File: src/rtl/core/msbb_pkg.sv
// Package for the mono bitmap stream blitter: shared types and constants.
// Used by every module of the block.
package msbb_pkg;

  localparam int BITS_PER_BYTE = 8;
  localparam int BIT_IDX_W     = $clog2(BITS_PER_BYTE);
  localparam int QUEUE_DEPTH   = 2;
  localparam int CFG_IDX_W     = 2;
  localparam int CFG_DATA_W    = 8;

  localparam logic [CFG_IDX_W-1:0] CFG_ORIGIN_X = 2'd0;
  localparam logic [CFG_IDX_W-1:0] CFG_ORIGIN_Y = 2'd1;
  localparam logic [CFG_IDX_W-1:0] CFG_SCALE    = 2'd2;

  typedef struct packed {
    logic [7:0] origin_x;
    logic [7:0] origin_y;
    logic [3:0] scale;
  } cfg_t;

  typedef struct packed {
    logic [7:0] data_byte;
    logic [7:0] width;
    logic [7:0] height;
    logic       restart;
  } qent_t;

  typedef struct packed {
    logic [7:0] pixel_x;
    logic [7:0] pixel_y;
    logic [3:0] square_side;
    logic       pixel_on;
    logic       last_of_byte;
  } cmd_t;

endpackage

File: src/rtl/core/msbb_in_if.sv
// Input channel of the blitter: one file byte per transfer.
// Depends on nothing but the valid/ready convention.
interface msbb_in_if;
  logic       valid;
  logic       ready;
  logic [7:0] data_byte;
  logic       file_start;

  modport source (output valid, output data_byte, output file_start, input ready);
  modport sink   (input valid, input data_byte, input file_start, output ready);
endinterface

File: src/rtl/core/msbb_out_if.sv
// Result channel of the blitter: one square-fill command per transfer.
// Depends on nothing but the valid/ready convention.
interface msbb_out_if;
  logic       valid;
  logic       ready;
  logic [7:0] pixel_x;
  logic [7:0] pixel_y;
  logic [3:0] square_side;
  logic       pixel_on;
  logic       last_of_byte;

  modport source (output valid, output pixel_x, output pixel_y, output square_side,
                  output pixel_on, output last_of_byte, input ready);
  modport sink   (input valid, input pixel_x, input pixel_y, input square_side,
                  input pixel_on, input last_of_byte, output ready);
endinterface

File: src/rtl/core/msbb_front.sv
// Front end: takes input bytes, consumes the two header bytes and queues
// pixel bytes together with the current image size. Uses msbb_pkg.
module msbb_front (
  input  logic            clk,
  input  logic            rst_n,
  msbb_in_if.sink         in_ch,
  input  logic            q_full,
  output logic            q_push,
  output msbb_pkg::qent_t q_data
);
  import msbb_pkg::*;

  logic [7:0] width_r, width_nxt;
  logic [7:0] height_r, height_nxt;
  logic       hdr_left_r, hdr_left_nxt;
  logic       restart_r, restart_nxt;
  logic       accept;

  assign in_ch.ready = !q_full;
  assign accept      = in_ch.valid && in_ch.ready;
  assign q_push      = accept && !in_ch.file_start && !hdr_left_r;

  always_comb begin
    q_data.data_byte = in_ch.data_byte;
    q_data.width     = width_r;
    q_data.height    = height_r;
    q_data.restart   = restart_r;
  end

  always_comb begin
    width_nxt    = width_r;
    height_nxt   = height_r;
    hdr_left_nxt = hdr_left_r;
    restart_nxt  = restart_r;
    if (accept) begin
      if (in_ch.file_start) begin
        width_nxt    = in_ch.data_byte;
        hdr_left_nxt = 1'b1;
        restart_nxt  = 1'b1;
      end else if (hdr_left_r) begin
        height_nxt   = in_ch.data_byte;
        hdr_left_nxt = 1'b0;
      end else begin
        restart_nxt  = 1'b0;
      end
    end
  end

  always_ff @(posedge clk) begin
    if (!rst_n) begin
      width_r    <= '0;
      height_r   <= '0;
      hdr_left_r <= 1'b0;
      restart_r  <= 1'b0;
    end else begin
      width_r    <= width_nxt;
      height_r   <= height_nxt;
      hdr_left_r <= hdr_left_nxt;
      restart_r  <= restart_nxt;
    end
  end

endmodule

File: src/rtl/core/msbb_queue.sv
// Short queue of pixel bytes between the front and back ends.
// Uses msbb_pkg for the entry type and depth.
module msbb_queue (
  input  logic            clk,
  input  logic            rst_n,
  input  logic            push,
  input  msbb_pkg::qent_t push_data,
  output logic            full,
  output logic            q_valid,
  input  logic            pop,
  output msbb_pkg::qent_t pop_data
);
  import msbb_pkg::*;

  localparam int PTR_W = (QUEUE_DEPTH > 1) ? $clog2(QUEUE_DEPTH) : 1;
  localparam int CNT_W = $clog2(QUEUE_DEPTH + 1);

  qent_t              mem_r [QUEUE_DEPTH];
  logic [PTR_W-1:0]   wr_ptr_r, wr_ptr_nxt;
  logic [PTR_W-1:0]   rd_ptr_r, rd_ptr_nxt;
  logic [CNT_W-1:0]   count_r, count_nxt;
  logic               do_pop;

  assign full     = count_r == CNT_W'(QUEUE_DEPTH);
  assign q_valid  = count_r != '0;
  assign do_pop   = pop && q_valid;
  assign pop_data = mem_r[rd_ptr_r];

  always_comb begin
    wr_ptr_nxt = wr_ptr_r;
    rd_ptr_nxt = rd_ptr_r;
    count_nxt  = count_r;
    if (push) begin
      wr_ptr_nxt = (wr_ptr_r == PTR_W'(QUEUE_DEPTH - 1)) ? '0 : wr_ptr_r + PTR_W'(1);
    end
    if (do_pop) begin
      rd_ptr_nxt = (rd_ptr_r == PTR_W'(QUEUE_DEPTH - 1)) ? '0 : rd_ptr_r + PTR_W'(1);
    end
    if (push && !do_pop) begin
      count_nxt = count_r + CNT_W'(1);
    end else if (do_pop && !push) begin
      count_nxt = count_r - CNT_W'(1);
    end
  end

  always_ff @(posedge clk) begin
    if (push) begin
      mem_r[wr_ptr_r] <= push_data;
    end
  end

  always_ff @(posedge clk) begin
    if (!rst_n) begin
      wr_ptr_r <= '0;
      rd_ptr_r <= '0;
      count_r  <= '0;
    end else begin
      wr_ptr_r <= wr_ptr_nxt;
      rd_ptr_r <= rd_ptr_nxt;
      count_r  <= count_nxt;
    end
  end

endmodule

File: src/rtl/core/msbb_back.sv
// Back end: walks the eight pixels of each byte, one per cycle unless
// stalled, keeps cursors, emits square-fill commands. Uses msbb_pkg.
module msbb_back (
  input  logic            clk,
  input  logic            rst_n,
  input  msbb_pkg::cfg_t  cfg,
  input  logic            q_valid,
  input  msbb_pkg::qent_t q_data,
  output logic            q_pop,
  msbb_out_if.source      out_ch
);
  import msbb_pkg::*;

  logic                 busy_r, busy_nxt;
  logic [BIT_IDX_W-1:0] bit_idx_r, bit_idx_nxt;
  logic [7:0]           byte_r, byte_nxt;
  logic [7:0]           width_r, width_nxt;
  logic [7:0]           height_r, height_nxt;
  logic [7:0]           col_r, col_nxt;
  logic [7:0]           row_r, row_nxt;
  logic                 pend_vld_r, pend_vld_nxt;
  cmd_t                 pend_r, pend_nxt;
  logic                 out_vld_r, out_vld_nxt;
  cmd_t                 out_r, out_nxt;

  logic                 out_free;
  logic                 last_bit;
  logic                 gen;
  logic                 step;
  logic                 move;
  logic [7:0]           col_inc;
  logic [11:0]          prod_x;
  logic [11:0]          prod_y;
  cmd_t                 new_cmd;

  assign out_free = !out_vld_r || out_ch.ready;
  assign last_bit = bit_idx_r == BIT_IDX_W'(BITS_PER_BYTE - 1);
  assign gen      = busy_r && (row_r < height_r) && (cfg.scale != '0);
  assign step     = busy_r && (!gen || !pend_vld_r || out_free);
  assign move     = out_free && pend_vld_r && (pend_r.last_of_byte || (step && gen));
  assign q_pop    = q_valid && (!busy_r || (step && last_bit));
  assign col_inc  = col_r + 8'd1;
  assign prod_x   = 12'(col_r) * 12'(cfg.scale);
  assign prod_y   = 12'(row_r) * 12'(cfg.scale);

  always_comb begin
    new_cmd.pixel_x      = cfg.origin_x + prod_x[7:0];
    new_cmd.pixel_y      = cfg.origin_y + prod_y[7:0];
    new_cmd.square_side  = cfg.scale;
    new_cmd.pixel_on     = byte_r[BIT_IDX_W'(BITS_PER_BYTE - 1) - bit_idx_r];
    new_cmd.last_of_byte = last_bit;
  end

  always_comb begin
    busy_nxt     = busy_r;
    bit_idx_nxt  = bit_idx_r;
    byte_nxt     = byte_r;
    width_nxt    = width_r;
    height_nxt   = height_r;
    col_nxt      = col_r;
    row_nxt      = row_r;
    pend_vld_nxt = pend_vld_r;
    pend_nxt     = pend_r;
    out_vld_nxt  = out_vld_r;
    out_nxt      = out_r;

    if (move) begin
      out_nxt     = pend_r;
      out_vld_nxt = 1'b1;
    end else if (out_ch.ready) begin
      out_vld_nxt = 1'b0;
    end

    if (step && gen) begin
      pend_nxt     = new_cmd;
      pend_vld_nxt = 1'b1;
    end else if (move) begin
      pend_vld_nxt = 1'b0;
    end else if (step && last_bit && pend_vld_r) begin
      pend_nxt.last_of_byte = 1'b1;
    end

    if (step) begin
      bit_idx_nxt = bit_idx_r + BIT_IDX_W'(1);
      if (last_bit) begin
        busy_nxt = 1'b0;
      end
      if (col_inc >= width_r) begin
        col_nxt = '0;
        row_nxt = row_r + 8'd1;
      end else begin
        col_nxt = col_inc;
      end
    end

    if (q_pop) begin
      busy_nxt    = 1'b1;
      bit_idx_nxt = '0;
      byte_nxt    = q_data.data_byte;
      width_nxt   = q_data.width;
      height_nxt  = q_data.height;
      if (q_data.restart) begin
        col_nxt = '0;
        row_nxt = '0;
      end
    end
  end

  always_ff @(posedge clk) begin
    byte_r   <= byte_nxt;
    width_r  <= width_nxt;
    height_r <= height_nxt;
    pend_r   <= pend_nxt;
    out_r    <= out_nxt;
  end

  always_ff @(posedge clk) begin
    if (!rst_n) begin
      busy_r     <= 1'b0;
      bit_idx_r  <= '0;
      col_r      <= '0;
      row_r      <= '0;
      pend_vld_r <= 1'b0;
      out_vld_r  <= 1'b0;
    end else begin
      busy_r     <= busy_nxt;
      bit_idx_r  <= bit_idx_nxt;
      col_r      <= col_nxt;
      row_r      <= row_nxt;
      pend_vld_r <= pend_vld_nxt;
      out_vld_r  <= out_vld_nxt;
    end
  end

  assign out_ch.valid        = out_vld_r;
  assign out_ch.pixel_x      = out_r.pixel_x;
  assign out_ch.pixel_y      = out_r.pixel_y;
  assign out_ch.square_side  = out_r.square_side;
  assign out_ch.pixel_on     = out_r.pixel_on;
  assign out_ch.last_of_byte = out_r.last_of_byte;

`ifndef ASSERT_OFF
  a_pend_open_busy: assert property (@(posedge clk) disable iff (!rst_n)
    (pend_vld_r && !pend_r.last_of_byte) |-> busy_r)
    else $error("open pending command without a byte in progress");

  a_col_in_range: assert property (@(posedge clk) disable iff (!rst_n)
    (busy_r && width_r != '0) |-> (col_r < width_r))
    else $error("column cursor outside the image width");

  a_pop_at_end: assert property (@(posedge clk) disable iff (!rst_n)
    q_pop |-> (!busy_r || (step && last_bit)))
    else $error("byte loaded while the previous one is unfinished");
`endif

endmodule

File: src/rtl/core/mono_bitmap_stream_blitter_top.sv
// Top level of the mono bitmap stream blitter: configuration registers and
// the front end, queue and back end. Uses msbb_pkg and the channel interfaces.
//
// The in_ch channel takes one file byte per transfer; a byte flagged with
// file_start begins a file and carries the image width, the next byte the
// height, and later bytes eight packed pixels each, most significant first.
// The out_ch channel delivers one square-fill command per transfer, with
// last_of_byte set on the final command caused by a pixel byte.
// Header bytes are absorbed in the front end. The back end walks a pixel
// byte pixel by pixel; a two-entry queue lets the front end keep taking
// bytes meanwhile. A byte passes through the queue, the back end's byte
// register and the pending and output command registers before its first
// command is valid on out_ch. A command waits in the pending register until
// the next command or the end of its byte decides last_of_byte. When out_ch
// stalls, the back end holds, the queue fills and in_ch.ready drops. Reset
// clears cursors, the front end's image size and header state and sets the
// scale to one. Registers on the cfg port (origin_x, origin_y, scale) are
// to be written by the user only while the block is idle; the block itself
// does not enforce this.
module mono_bitmap_stream_blitter_top (
  input  logic                           clk,
  input  logic                           rst_n,
  msbb_in_if.sink                        in_ch,
  msbb_out_if.source                     out_ch,
  input  logic                           cfg_we,
  input  logic [msbb_pkg::CFG_IDX_W-1:0] cfg_index,
  input  logic [msbb_pkg::CFG_DATA_W-1:0] cfg_wdata
);
  import msbb_pkg::*;

  cfg_t  cfg_r, cfg_nxt;
  logic  q_push;
  logic  q_full;
  logic  q_valid;
  logic  q_pop;
  qent_t q_in;
  qent_t q_out;

  always_comb begin
    cfg_nxt = cfg_r;
    if (cfg_we) begin
      unique case (cfg_index)
        CFG_ORIGIN_X: cfg_nxt.origin_x = cfg_wdata;
        CFG_ORIGIN_Y: cfg_nxt.origin_y = cfg_wdata;
        CFG_SCALE:    cfg_nxt.scale    = cfg_wdata[3:0];
        default:      cfg_nxt = cfg_r;
      endcase
    end
  end

  always_ff @(posedge clk) begin
    if (!rst_n) begin
      cfg_r.origin_x <= '0;
      cfg_r.origin_y <= '0;
      cfg_r.scale    <= 4'd1;
    end else begin
      cfg_r <= cfg_nxt;
    end
  end

  msbb_front u_front (
    .clk    (clk),
    .rst_n  (rst_n),
    .in_ch  (in_ch),
    .q_full (q_full),
    .q_push (q_push),
    .q_data (q_in)
  );

  msbb_queue u_queue (
    .clk       (clk),
    .rst_n     (rst_n),
    .push      (q_push),
    .push_data (q_in),
    .full      (q_full),
    .q_valid   (q_valid),
    .pop       (q_pop),
    .pop_data  (q_out)
  );

  msbb_back u_back (
    .clk     (clk),
    .rst_n   (rst_n),
    .cfg     (cfg_r),
    .q_valid (q_valid),
    .q_data  (q_out),
    .q_pop   (q_pop),
    .out_ch  (out_ch)
  );

endmodule
File: src/flat_wrapper.sv
// flat-port wrapper written by rule: the top's interface ports become plain ports
module mono_bitmap_stream_blitter_top_flat import msbb_pkg::*;
  (clk, rst_n, cfg_we, cfg_index, cfg_wdata, in_ch_valid, in_ch_data_byte, in_ch_file_start, in_ch_ready, out_ch_valid, out_ch_pixel_x, out_ch_pixel_y, out_ch_square_side, out_ch_pixel_on, out_ch_last_of_byte, out_ch_ready);
  msbb_in_if in_ch_i ();
  msbb_out_if out_ch_i ();
  input  logic clk;
  input  logic rst_n;
  input  logic cfg_we;
  input  logic [msbb_pkg::CFG_IDX_W-1:0] cfg_index;
  input  logic [msbb_pkg::CFG_DATA_W-1:0] cfg_wdata;
  input wire logic [$bits(in_ch_i.valid)-1:0] in_ch_valid;
  input wire logic [$bits(in_ch_i.data_byte)-1:0] in_ch_data_byte;
  input wire logic [$bits(in_ch_i.file_start)-1:0] in_ch_file_start;
  output wire logic [$bits(in_ch_i.ready)-1:0] in_ch_ready;
  output wire logic [$bits(out_ch_i.valid)-1:0] out_ch_valid;
  output wire logic [$bits(out_ch_i.pixel_x)-1:0] out_ch_pixel_x;
  output wire logic [$bits(out_ch_i.pixel_y)-1:0] out_ch_pixel_y;
  output wire logic [$bits(out_ch_i.square_side)-1:0] out_ch_square_side;
  output wire logic [$bits(out_ch_i.pixel_on)-1:0] out_ch_pixel_on;
  output wire logic [$bits(out_ch_i.last_of_byte)-1:0] out_ch_last_of_byte;
  input wire logic [$bits(out_ch_i.ready)-1:0] out_ch_ready;
  assign in_ch_i.valid = in_ch_valid;
  assign in_ch_i.data_byte = in_ch_data_byte;
  assign in_ch_i.file_start = in_ch_file_start;
  assign in_ch_ready = in_ch_i.ready;
  assign out_ch_valid = out_ch_i.valid;
  assign out_ch_pixel_x = out_ch_i.pixel_x;
  assign out_ch_pixel_y = out_ch_i.pixel_y;
  assign out_ch_square_side = out_ch_i.square_side;
  assign out_ch_pixel_on = out_ch_i.pixel_on;
  assign out_ch_last_of_byte = out_ch_i.last_of_byte;
  assign out_ch_i.ready = out_ch_ready;
  mono_bitmap_stream_blitter_top u_core (.clk(clk), .rst_n(rst_n), .in_ch(in_ch_i), .out_ch(out_ch_i), .cfg_we(cfg_we), .cfg_index(cfg_index), .cfg_wdata(cfg_wdata));
endmodule
File: config.mk
export PLATFORM = sky130hd
export DESIGN_NAME = mono_bitmap_stream_blitter_top_flat
export DESIGN_NICKNAME = d
export VERILOG_FILES = /design/src/rtl/core/msbb_pkg.sv /design/src/rtl/core/msbb_in_if.sv /design/src/rtl/core/msbb_out_if.sv /design/src/rtl/core/msbb_front.sv /design/src/rtl/core/msbb_queue.sv /design/src/rtl/core/msbb_back.sv /design/src/rtl/core/mono_bitmap_stream_blitter_top.sv /design/src/flat_wrapper.sv
export SDC_FILE = /design/constraint.sdc
export NUM_CORES = 1
export LEC_CHECK = 0
export BUFFER_PORTS_ARGS = -buffer_cell sky130_fd_sc_hd__buf_4
export CAP_MARGIN = 5
export CORE_MARGIN = 2
export CORE_UTILIZATION = 60
export CTS_BUF_LIST = sky130_fd_sc_hd__clkbuf_2 sky130_fd_sc_hd__clkbuf_4 sky130_fd_sc_hd__clkbuf_8
export DETAILED_ROUTE_END_ITERATION = 12
export GPL_TIMING_DRIVEN = 0
export PLACE_DENSITY = 0.79
export SLEW_MARGIN = 20
export SYNTH_ARGS = -nofsm -noshare
export SYNTH_HDL_FRONTEND = slang
export SYNTH_SLANG_ARGS = --single-unit
export TNS_END_PERCENT = 100
File: constraint.sdc
create_clock -name clk -period 8.8 [get_ports clk]
set_input_delay 0.44 -clock clk [delete_from_list [all_inputs] [get_ports clk]]
set_output_delay 0.44 -clock clk [all_outputs]
set_load 0.005 [all_outputs]
; Yosys cells after proc, flatten, opt, wreduce, memory -nomap -nowiden
; Memories as Yosys holds them, arrays and structs flattened. A register that Yosys moved wholly into a read port is not among the register bits.
; Cells that the tools add are included.
[classes]
add_sub_neg = 10
multipliers = 2
order_cmp = 3
eq_ne = 6
muxes = 31
n_bitwise = 2
n_reduce_logical = 47
[ops]
columns = cell, count
row1 = $mux W8, 8
row2 = $mux W1, 20
row3 = $add A8 B1 Y8 const B, 2
row4 = $add A8 B8 Y8, 2
row5 = $mul A8 B4 Y8, 2
row6 = $logic_and A1 B1 Y1, 15
row7 = $reduce_and A2 Y1, 7
row8 = $reduce_bool A2 Y1, 7
row9 = $logic_not A1 Y1, 9
row10 = $ge A8 B8 Y1, 1
row11 = $lt A8 B8 Y1, 1
row12 = $logic_or A1 B1 Y1, 5
row13 = $eq A2 B2 Y1 const B, 2
row14 = $lt A3 B4 Y1 const B, 1
row15 = $mux W2, 2
row16 = $reduce_bool A4 Y1, 1
row17 = $add A3 B1 Y3 const B, 1
row18 = $bmux W1 S3, 1
row19 = $eq A3 B3 Y1 const B, 1
row20 = $reduce_and A3 Y1, 1
row21 = $sub A3 B3 Y3 const A, 1
row22 = $add A1 B1 Y1 const B, 2
row23 = $add A2 B1 Y2 const B, 1
row24 = $eq A2 B1 Y1 const B, 1
row25 = 6 further kinds, 7
[totals]
ff_bits = 132
ram_bits = 50
input_bits = 24
output_inout_bits = 24
word_cells = 131
n_memories = 1
[mem_list]
columns = name, words, word_bits, rd, rd_clocked_by_memory_dff, write_ports, line_no
row1 = u_core.u_queue.mem_r, 2, 25, 1, 1, 1, msbb_queue.sv:18  ; qent_t mem_r [QUEUE_DEPTH];

; Logic depth before layout (Yosys ltp)
; Gate-level depths: netlist of run 1.
[logic_depth]
word_depth = 14
depth_mapped = 15

; Cells and area by module
; A second synthesis of run 1 with hierarchy kept.
[hier_totals]
hier_cells = 730
area_unflattened_um2 = 8899.8
[modules_own_cells]
columns = mod, instances, cells_per_inst, area_each_um2
row1 = msbb_back, 1, 470, 5325.1
row2 = msbb_queue, 1, 100, 2018.2
row3 = msbb_front, 1, 83, 784.5
row4 = mono_bitmap_stream_blitter_top, 1, 77, 772.0

; Worst setup path before layout of run 1
; OpenSTA, ideal clock, no wires.
[synth_path]
path_type = reg-to-reg
startpoint = register u_core.cfg_r[3] (netlist bit)
endpoint = register u_core.u_back.pend_r[21] (netlist bit), data pin
t_arrival_ps = 3362
required_time_ps = 8540
setup_slack_ps = 5179
path_stages_with_launch = 15
path_cell_list = dfxtp_1 -> clkbuf_1 -> nand2_1 -> fa_1 -> inv_1 -> fa_1 -> inv_1 -> fa_1 -> inv_1 -> ha_1 -> a21o_1 -> a21oi_1 -> o21bai_1 -> a21oi_1 -> xnor2_1
[synth_lines]
columns = item, line_no
row1 = start: declaration, mono_bitmap_stream_blitter_top.sv:31  ; cfg_t cfg_r, cfg_nxt;
row2 = start signal: assignment, mono_bitmap_stream_blitter_top.sv:57  ; cfg_r <= cfg_nxt;
row3 = end signal: assignment, msbb_back.sv:113  ; pend_r <= pend_nxt;
row4 = end: declaration, msbb_back.sv:22  ; cmd_t pend_r, pend_nxt;

==> results of run 1 <==
sequential cells by signal (all words and copies together) (netlist names), 2 cells and up, named ones only:
signal and count:
u_core.u_back.out_ch.pixel_y 8, u_core.u_back.row_r 8, u_core.u_queue.count_r 2, u_core.u_front.height_r 8
u_core.u_back.width_r 8, u_core.u_front.width_r 8, u_core.u_back.bit_idx_r 3, u_core.u_back.height_r 8
u_core.u_back.out_ch.square_side 4, u_core.u_back.pend_r 22, u_core.u_back.out_ch.pixel_x 8, u_core.u_back.col_r 8
u_core.u_queue.mem_r 50, u_core.cfg_r 20, u_core.u_back.byte_r 8
cell usage in the layout, fill, tap and decap left out, types with 9 or more instances in the layout:
cell type,netlist,final
xor2_1,9,9
nand2_1,55,55
mux2i_1,26,26
inv_1,68,68
nor2_1,18,17
edfxtp_1,118,118
o21ai_0,14,14
mux2_2,26,26
buf_4,0,48
fa_1,28,28
ha_1,41,41
nand3_1,27,27
clkbuf_8,0,17
nor2b_1,30,30
clkbuf_1,20,20
dfxtp_1,65,65
xnor2_1,26,26
a21oi_1,22,22
and2_1,37,36
a21boi_0,12,12
area by class of cell:
cell class / instances / area, µm² / area share
well taps: 184 / 230.2 / 0.02332
inverters: 68 / 255.2 / 0.02585
clock buffers: 18 / 241.5 / 0.02446
multi-input cells: 435 / 3593 / 0.3640
clock inverters: 14 / 203.9 / 0.02066
diodes: 1 / 2.502 / 0.0002535
flip-flops and latches: 183 / 4845 / 0.4907
plain buffers: 27 / 115.1 / 0.01166
repair buffers: 52 / 386.6 / 0.03916
routing by layer:
layer  vias up  GRT usage  wire [µm]
met5         -          0          0
met4         0     0.1020        460
met3        34    0.05477        805
met2       136     0.3974       8623
met1      2641     0.2623       6560
li1       2586          -          -
how the worst max path moves through the flow:
stage | startpoint | end | slack (ns) | cells after the start
finish | u_core.cfg_r[1] | u_core.u_back.pend_r[21] | 4.76 | 14
global route | u_core.cfg_r[1] | u_core.u_back.pend_r[21] | 4.54 | 14
CTS | u_core.cfg_r[1] | u_core.u_back.pend_r[21] | 4.78 | 14
detailed placement | u_core.cfg_r[1] | u_core.u_back.pend_r[21] | 4.79 | 14
global placement | u_core.u_queue.count_r[0] | u_core.u_queue.mem_r[0][2] | 4.04 | 3
floorplan | u_core.cfg_r[3] | u_core.u_back.pend_r[21] | 5.18 | 14
metrics by stage:
| step | instance area (µm²) | total power [µW] | util |
|---|---|---|---|
| final | 9873 | 2122 | 0.6845 |
| after global routing | 9871 | 2222 | 0.6843 |
| after CTS | 9869 | 2138 | 0.6842 |
| after detailed placement | 9424 | 1513 | 0.6534 |
| after global placement | 9382 | 1489 | 0.6504 |
| after floorplan | 8798 | 1392 | - |
worst register-to-register path, stage by stage, from the launching register on:
cell and delay [ns]:
dfxtp_1 0.57, clkbuf_1 0.37, nand2_1 0.12, fa_1 0.50, inv_1 0.06, fa_1 0.52, inv_1 0.05, fa_1 0.49
inv_1 0.04, ha_1 0.32, a21o_1 0.19, a21oi_1 0.21, o21bai_1 0.08, a21oi_1 0.17, xnor2_1 0.09
power breakdown:
part | internal, µW | leakage [µW] | switching (µW) | total (µW)
Clock | 298 | 0.000226 | 325 | 623
Combinational | 164 | 0.00209 | 221 | 386
Sequential | 1060 | 0.00162 | 53.7 | 1110
Total | 1520 | 0.00394 | 600 | 2120
kinds of logic after synthesis:
family | after synthesis | share of synthesized area
AND/OR/NAND/NOR | 196 | 0.1176
flip-flops | 183 | 0.5506
buffers and inverters | 95 | 0.04209
AO/OA/AOI/OAI | 81 | 0.06485
adder cells (fa/ha/maj) | 69 | 0.1220
multiplexers | 54 | 0.06797
XOR/XNOR | 35 | 0.03484
==> impl_metrics.toml, run 1 <==
[status]
outcome = "complete, no violations"

[sta]
fin_skew_ns = 0.01785
setup_ws_ns = 4.765
final_hold_viol_count = 0
period_share = 0.4585
tightest_slew_ns = 0.9125
slew_headroom = 0.3903
rsz0062_at_grt = "no"
max_freq_mhz = 247.8
finalSetupViolCount = 0
whs_ns = 0.1678
setup_tns_ns = 0
finalCriticalPeriod_ns = 4.035
slew_violations = 0

[floorplanning]
initial_core_util = 0.6100
die-area_um2 = 15650
fp.coreArea_um2 = 14420
die_x_um = 125.1
ios = 48
fp.dieH_um = 125.1
rows = 44

[finish]
fillers = 1025
final_layout_size_suffix_gt1_frac = 0.1757
area_growth_pct = 12.22
stdcell_count = 982
fin_nets = 877

[cts]
clk_pin_slew_worst_paths_ns = 0.11
post_cts_buffers = 0
root_buffer = "clkbuf_8"
cts_sinks = 183
cts_resized = 0
cts_buffers = 17
cts_tree = "done"
clock_latency_ns = 0.48
clockBufferDepth = 2
holdBufCountCts = 0
ctsHtreeMaxLevel = 4

[yosys]
synth-main-ff-cell = "edfxtp_1"
yosysMostFrequentCell = "edfxtp_1"
synth_edf_count = 118
syn_avg_cell_area_um2 = 12.34
synth_warnings = 0
netlist_area_um2 = 8798
synthTopCellsByArea = "edfxtp_1, dfxtp_1, fa_1"
synth.top_cells.by_count = "edfxtp_1, inv_1, dfxtp_1, nand2_1, ha_1"
synth-seq-cells = 183
yosysTopAreaCellShare = 0.4027
synthDistinctLibCells = 54
yosys.area.top_type = "edfxtp_1"
synthArstFlopShare = 0
seq_area_frac_synth = 0.5506
synth_cells = 713
syn_nets = 806

[worst_hold_path]
min_path_type = "input pin to flop"
min_from = "in_ch_data_byte[1]"
min_path_cells = 1
min_to = "u_core.u_queue.mem_r[1][18]"

[route]
first_pass_iters = 5
wl_mm = 16.45
drc = 0
vias_per_cell = 5.496
num_vias = 5397
first_iter_violations = 289
routedWlPerCell_um = 16.75
final_antenna_net_count = 0

[critical_path]
crit_family = "adder cells"
crit_path_end_kind = "flop"
crit_type = "flop to flop"
crit_path_max_fanout = 10
path_cells = "clkbuf_1 > nand2_1 > fa_1 > inv_1 > fa_1 > inv_1 > fa_1 > inv_1 > ha_1 > a21o_1 > a21oi_1 > o21bai_1 > a21oi_1 > xnor2_1"
rr_worst_depth = 14
worstReg2RegEnd = "u_core.u_back.pend_r[21]"
crit_slowest_cell = "dfxtp_1"
r2r-start = "u_core.cfg_r[1]"
crit_buf_inv = 4
crit_arrival_ns = 4.26
ff2ff_setup_slack_ns = 4.76
critPathLaunchType = "flop"
required_ns = 9.02
slowest_delay_ns = 0.57

[global_route]
grt_pass1_wl_mm = 27.61
grt_max_degree = 30
grt_usage = 0.2258
antenna_found_initial = 0
grt_overflow = 0
grt_pass1_vias = 5599

[placed_design]
numPortBuffers = 47
place_ws_ns = 4.793
dpl.hpwl_mm = 11.88
gp_congestion = 0.8957
placed_cells = 949

[pwr]
p_leak_uw = 0.003936
p_per_area_nw_per_um2 = 215.0
peakVddDrop_v = 0.0001653

[run]
cap_violations = 0
Power figures use the tool's default switching activity.
==> run 2: changes to the inputs <==
==> constraint.sdc (replaced) <==
create_clock -name clk -period 3.72 [get_ports clk]
set_input_delay 0.186 -clock clk [delete_from_list [all_inputs] [get_ports clk]]
set_output_delay 0.186 -clock clk [all_outputs]
set_load 0.005 [all_outputs]
==> run 2 against run 1 <==
  * Wire length increased by 1.4%
  * Sequential cell count did not move
  * Clock power increased by 140%
  * Via count rose by 1.5%
  * Cell count grew 1.5%
  * Utilization is 1.4 points higher
  * Largest cell class unchanged
  * Largest power group unchanged
==> impl_metrics.toml, run 2 (synthesis gave the netlist of run 1 again) <==
[finish]
fin_area_um2 = 10070
reg_top3 = "u_core.u_queue.mem_r (50), u_core.u_back.pend_r (22), u_core.cfg_r (20)"
largest_register = "u_core.u_queue.mem_r"
fillers = 996
final_common_cell = "edfxtp_1"
area_growth_pct = 14.49
antenna_cells = 0
largest_reg_flops = 50
mostFrequentLayoutCells = "edfxtp_1, inv_1, dfxtp_1"
final_layout_size_suffix_gt1_frac = 0.1845
fin_nets = 893

[worst_hold_path]
min_path_type = "input pin to flop"
min_from = "in_ch_file_start"

[floorplanning]
fp.dieH_um = 125.1
fp.coreArea_um2 = 14420
rows = 44
die-area_um2 = 15650
initial_core_util = 0.6100
ios = 48
die_x_um = 125.1

[critical_path]
r2r-start = "u_core.u_back.col_r[1]"
crit_path_end_kind = "flop"
slowest_delay_ns = 0.52
crit_type = "flop to flop"
crit_slowest_cell = "fa_1"
crit_path_max_fanout = 7
critPathLaunchType = "flop"
worstSetupStartpoint = "u_core.u_back.col_r[1]"
required_ns = 3.94
path_cells = "nand2_1 > fa_1 > inv_1 > fa_1 > inv_1 > fa_1 > inv_1 > ha_1 > a21o_1 > a21oi_2 > o21bai_1 > a21oi_1 > xnor2_1"
crit_arrival_ns = 3.78

[pwr]
p_leak_uw = 0.004025
p_per_area_nw_per_um2 = 500.2
p_comb_frac = 0.185
clkPwrFrac = 0.291
p_seq_frac = 0.523
p_sw_uw = 1424
p_int_uw = 3615
switching_share = 0.2826
peakVddDrop_v = 0.0003874

[cts]
cts_sinks = 183
ctsHtreeMaxLevel = 4
cts_buffers = 17
root_buffer = "clkbuf_8"
cts_tree = "done"
clockBufferDepth = 2
clk_pin_slew_worst_paths_ns = 0.10
clock_latency_ns = 0.47

[route]
routedWlPerCell_um = 16.73
drc = 0
num_vias = 5476
first_iter_violations = 248
wl_mm = 16.68
final_antenna_net_count = 0
first_pass_iters = 6
vias_per_cell = 5.492

[placed_design]
dpl.hpwl_mm = 11.88
numPortBuffers = 47
place_ws_ns = -0.2873
placed_area_um2 = 9424
gp_congestion = 0.8957

[sta]
slew_violations = 0
fin_skew_ns = 0.01935
period_share = 0.9566
max_freq_mhz = 281.0
tightest_slew_ns = 0.9249
finalSetupViolCount = 0
rsz0062_at_grt = "yes"
slew_headroom = 0.3820
setup_ws_ns = 0.1614
finalCriticalPeriod_ns = 3.559
final_hold_viol_count = 0

[global_route]
grt_max_degree = 30
grt_usage = 0.2285
antenna_found_initial = 0
grt_overflow = 0
grt_pass1_wl_mm = 27.90
grt_pass1_vias = 5705

[run]
cap_violations = 0

[status]
outcome = "complete, no violations"
run 2: path summary, 6_finish.rpt:
check / end / slack [ns] / cells past startpoint
max: u_core.u_back.pend_r[21] / 0.16 / 13
min: u_core.u_queue.mem_r[0][16] / 0.07 / 2
max reg2reg: u_core.u_back.pend_r[21] / 0.16 / 13
min reg2reg: u_core.u_back.out_ch.square_side[0] / 0.43 / 0
run 2: what timing repair did:
action | in CTS | in global routing
buffers inserted | 0 | 2
hold buffers | 17 | 0
pin swaps | 0 | 0
resized for setup | 7 | 11
cloned | 0 | 0
hold endpoints to repair | 41 | 0
endpoints found under the setup margin | 20 | 19
run 2: power by group through the flow:
stage          clock network [µW]  logic [µW]  registers [µW]
6_report                     1470         933            2640
5_1_grt                      1590        1030            2660
4_1_cts                      1500         934            2640
3_5_place_dp                    0         905            2670
3_3_place_gp                    0         859            2660
2_1_floorplan                   0         658            2630
run 2: layout make-up:
| cell class | instances | area [µm²] | area share |
|---|---|---|---|
| plain buffers | 24 | 111.4 | 0.01105 |
| well taps | 184 | 230.2 | 0.02285 |
| inverters | 68 | 255.2 | 0.02534 |
| repair buffers | 71 | 571.8 | 0.05676 |
| flip-flops and latches | 183 | 4858 | 0.4823 |
| clock buffers | 18 | 241.5 | 0.02397 |
| multi-input cells | 435 | 3601 | 0.3575 |
| clock inverters | 14 | 203.9 | 0.02025 |
run 2: metal layers:
layer | GRT usage | share of wire | up-vias
li1 | - | - | 2619
met1 | 0.2636 | 0.40 | 2658
met2 | 0.4051 | 0.52 | 158
met3 | 0.05392 | 0.049 | 41
met4 | 0.1033 | 0.032 | 0
met5 | 0 | 0 | -
run 2: stage by stage:
stage / instances / total power [µW] / hold slack (ns) / setup TNS, ns / util
final: 997 / 5039 / 0.06881 / 0 / 0.6984
after detailed placement: 949 / 3579 / 0.4045 / -1.263 / 0.6534
after global placement: 944 / 3523 / 0.4008 / -43.81 / 0.6504
after CTS: 996 / 5071 / 0.03457 / 0 / 0.6962
after floorplan: 713 / 3292 / 0.2849 / 0 / -
after global routing: 997 / 5278 / 0.04440 / -0.008449 / 0.6984
run 2: worst max-delay path: cells and delay by family, from the launching register on:
kind	cells	cell delay, ns
fa+ha+maj	4	1.84
buf+inv	3	0.15
compound gates	4	0.61
xor+xnor	1	0.08
flops	1	0.49
simple gates	1	0.12
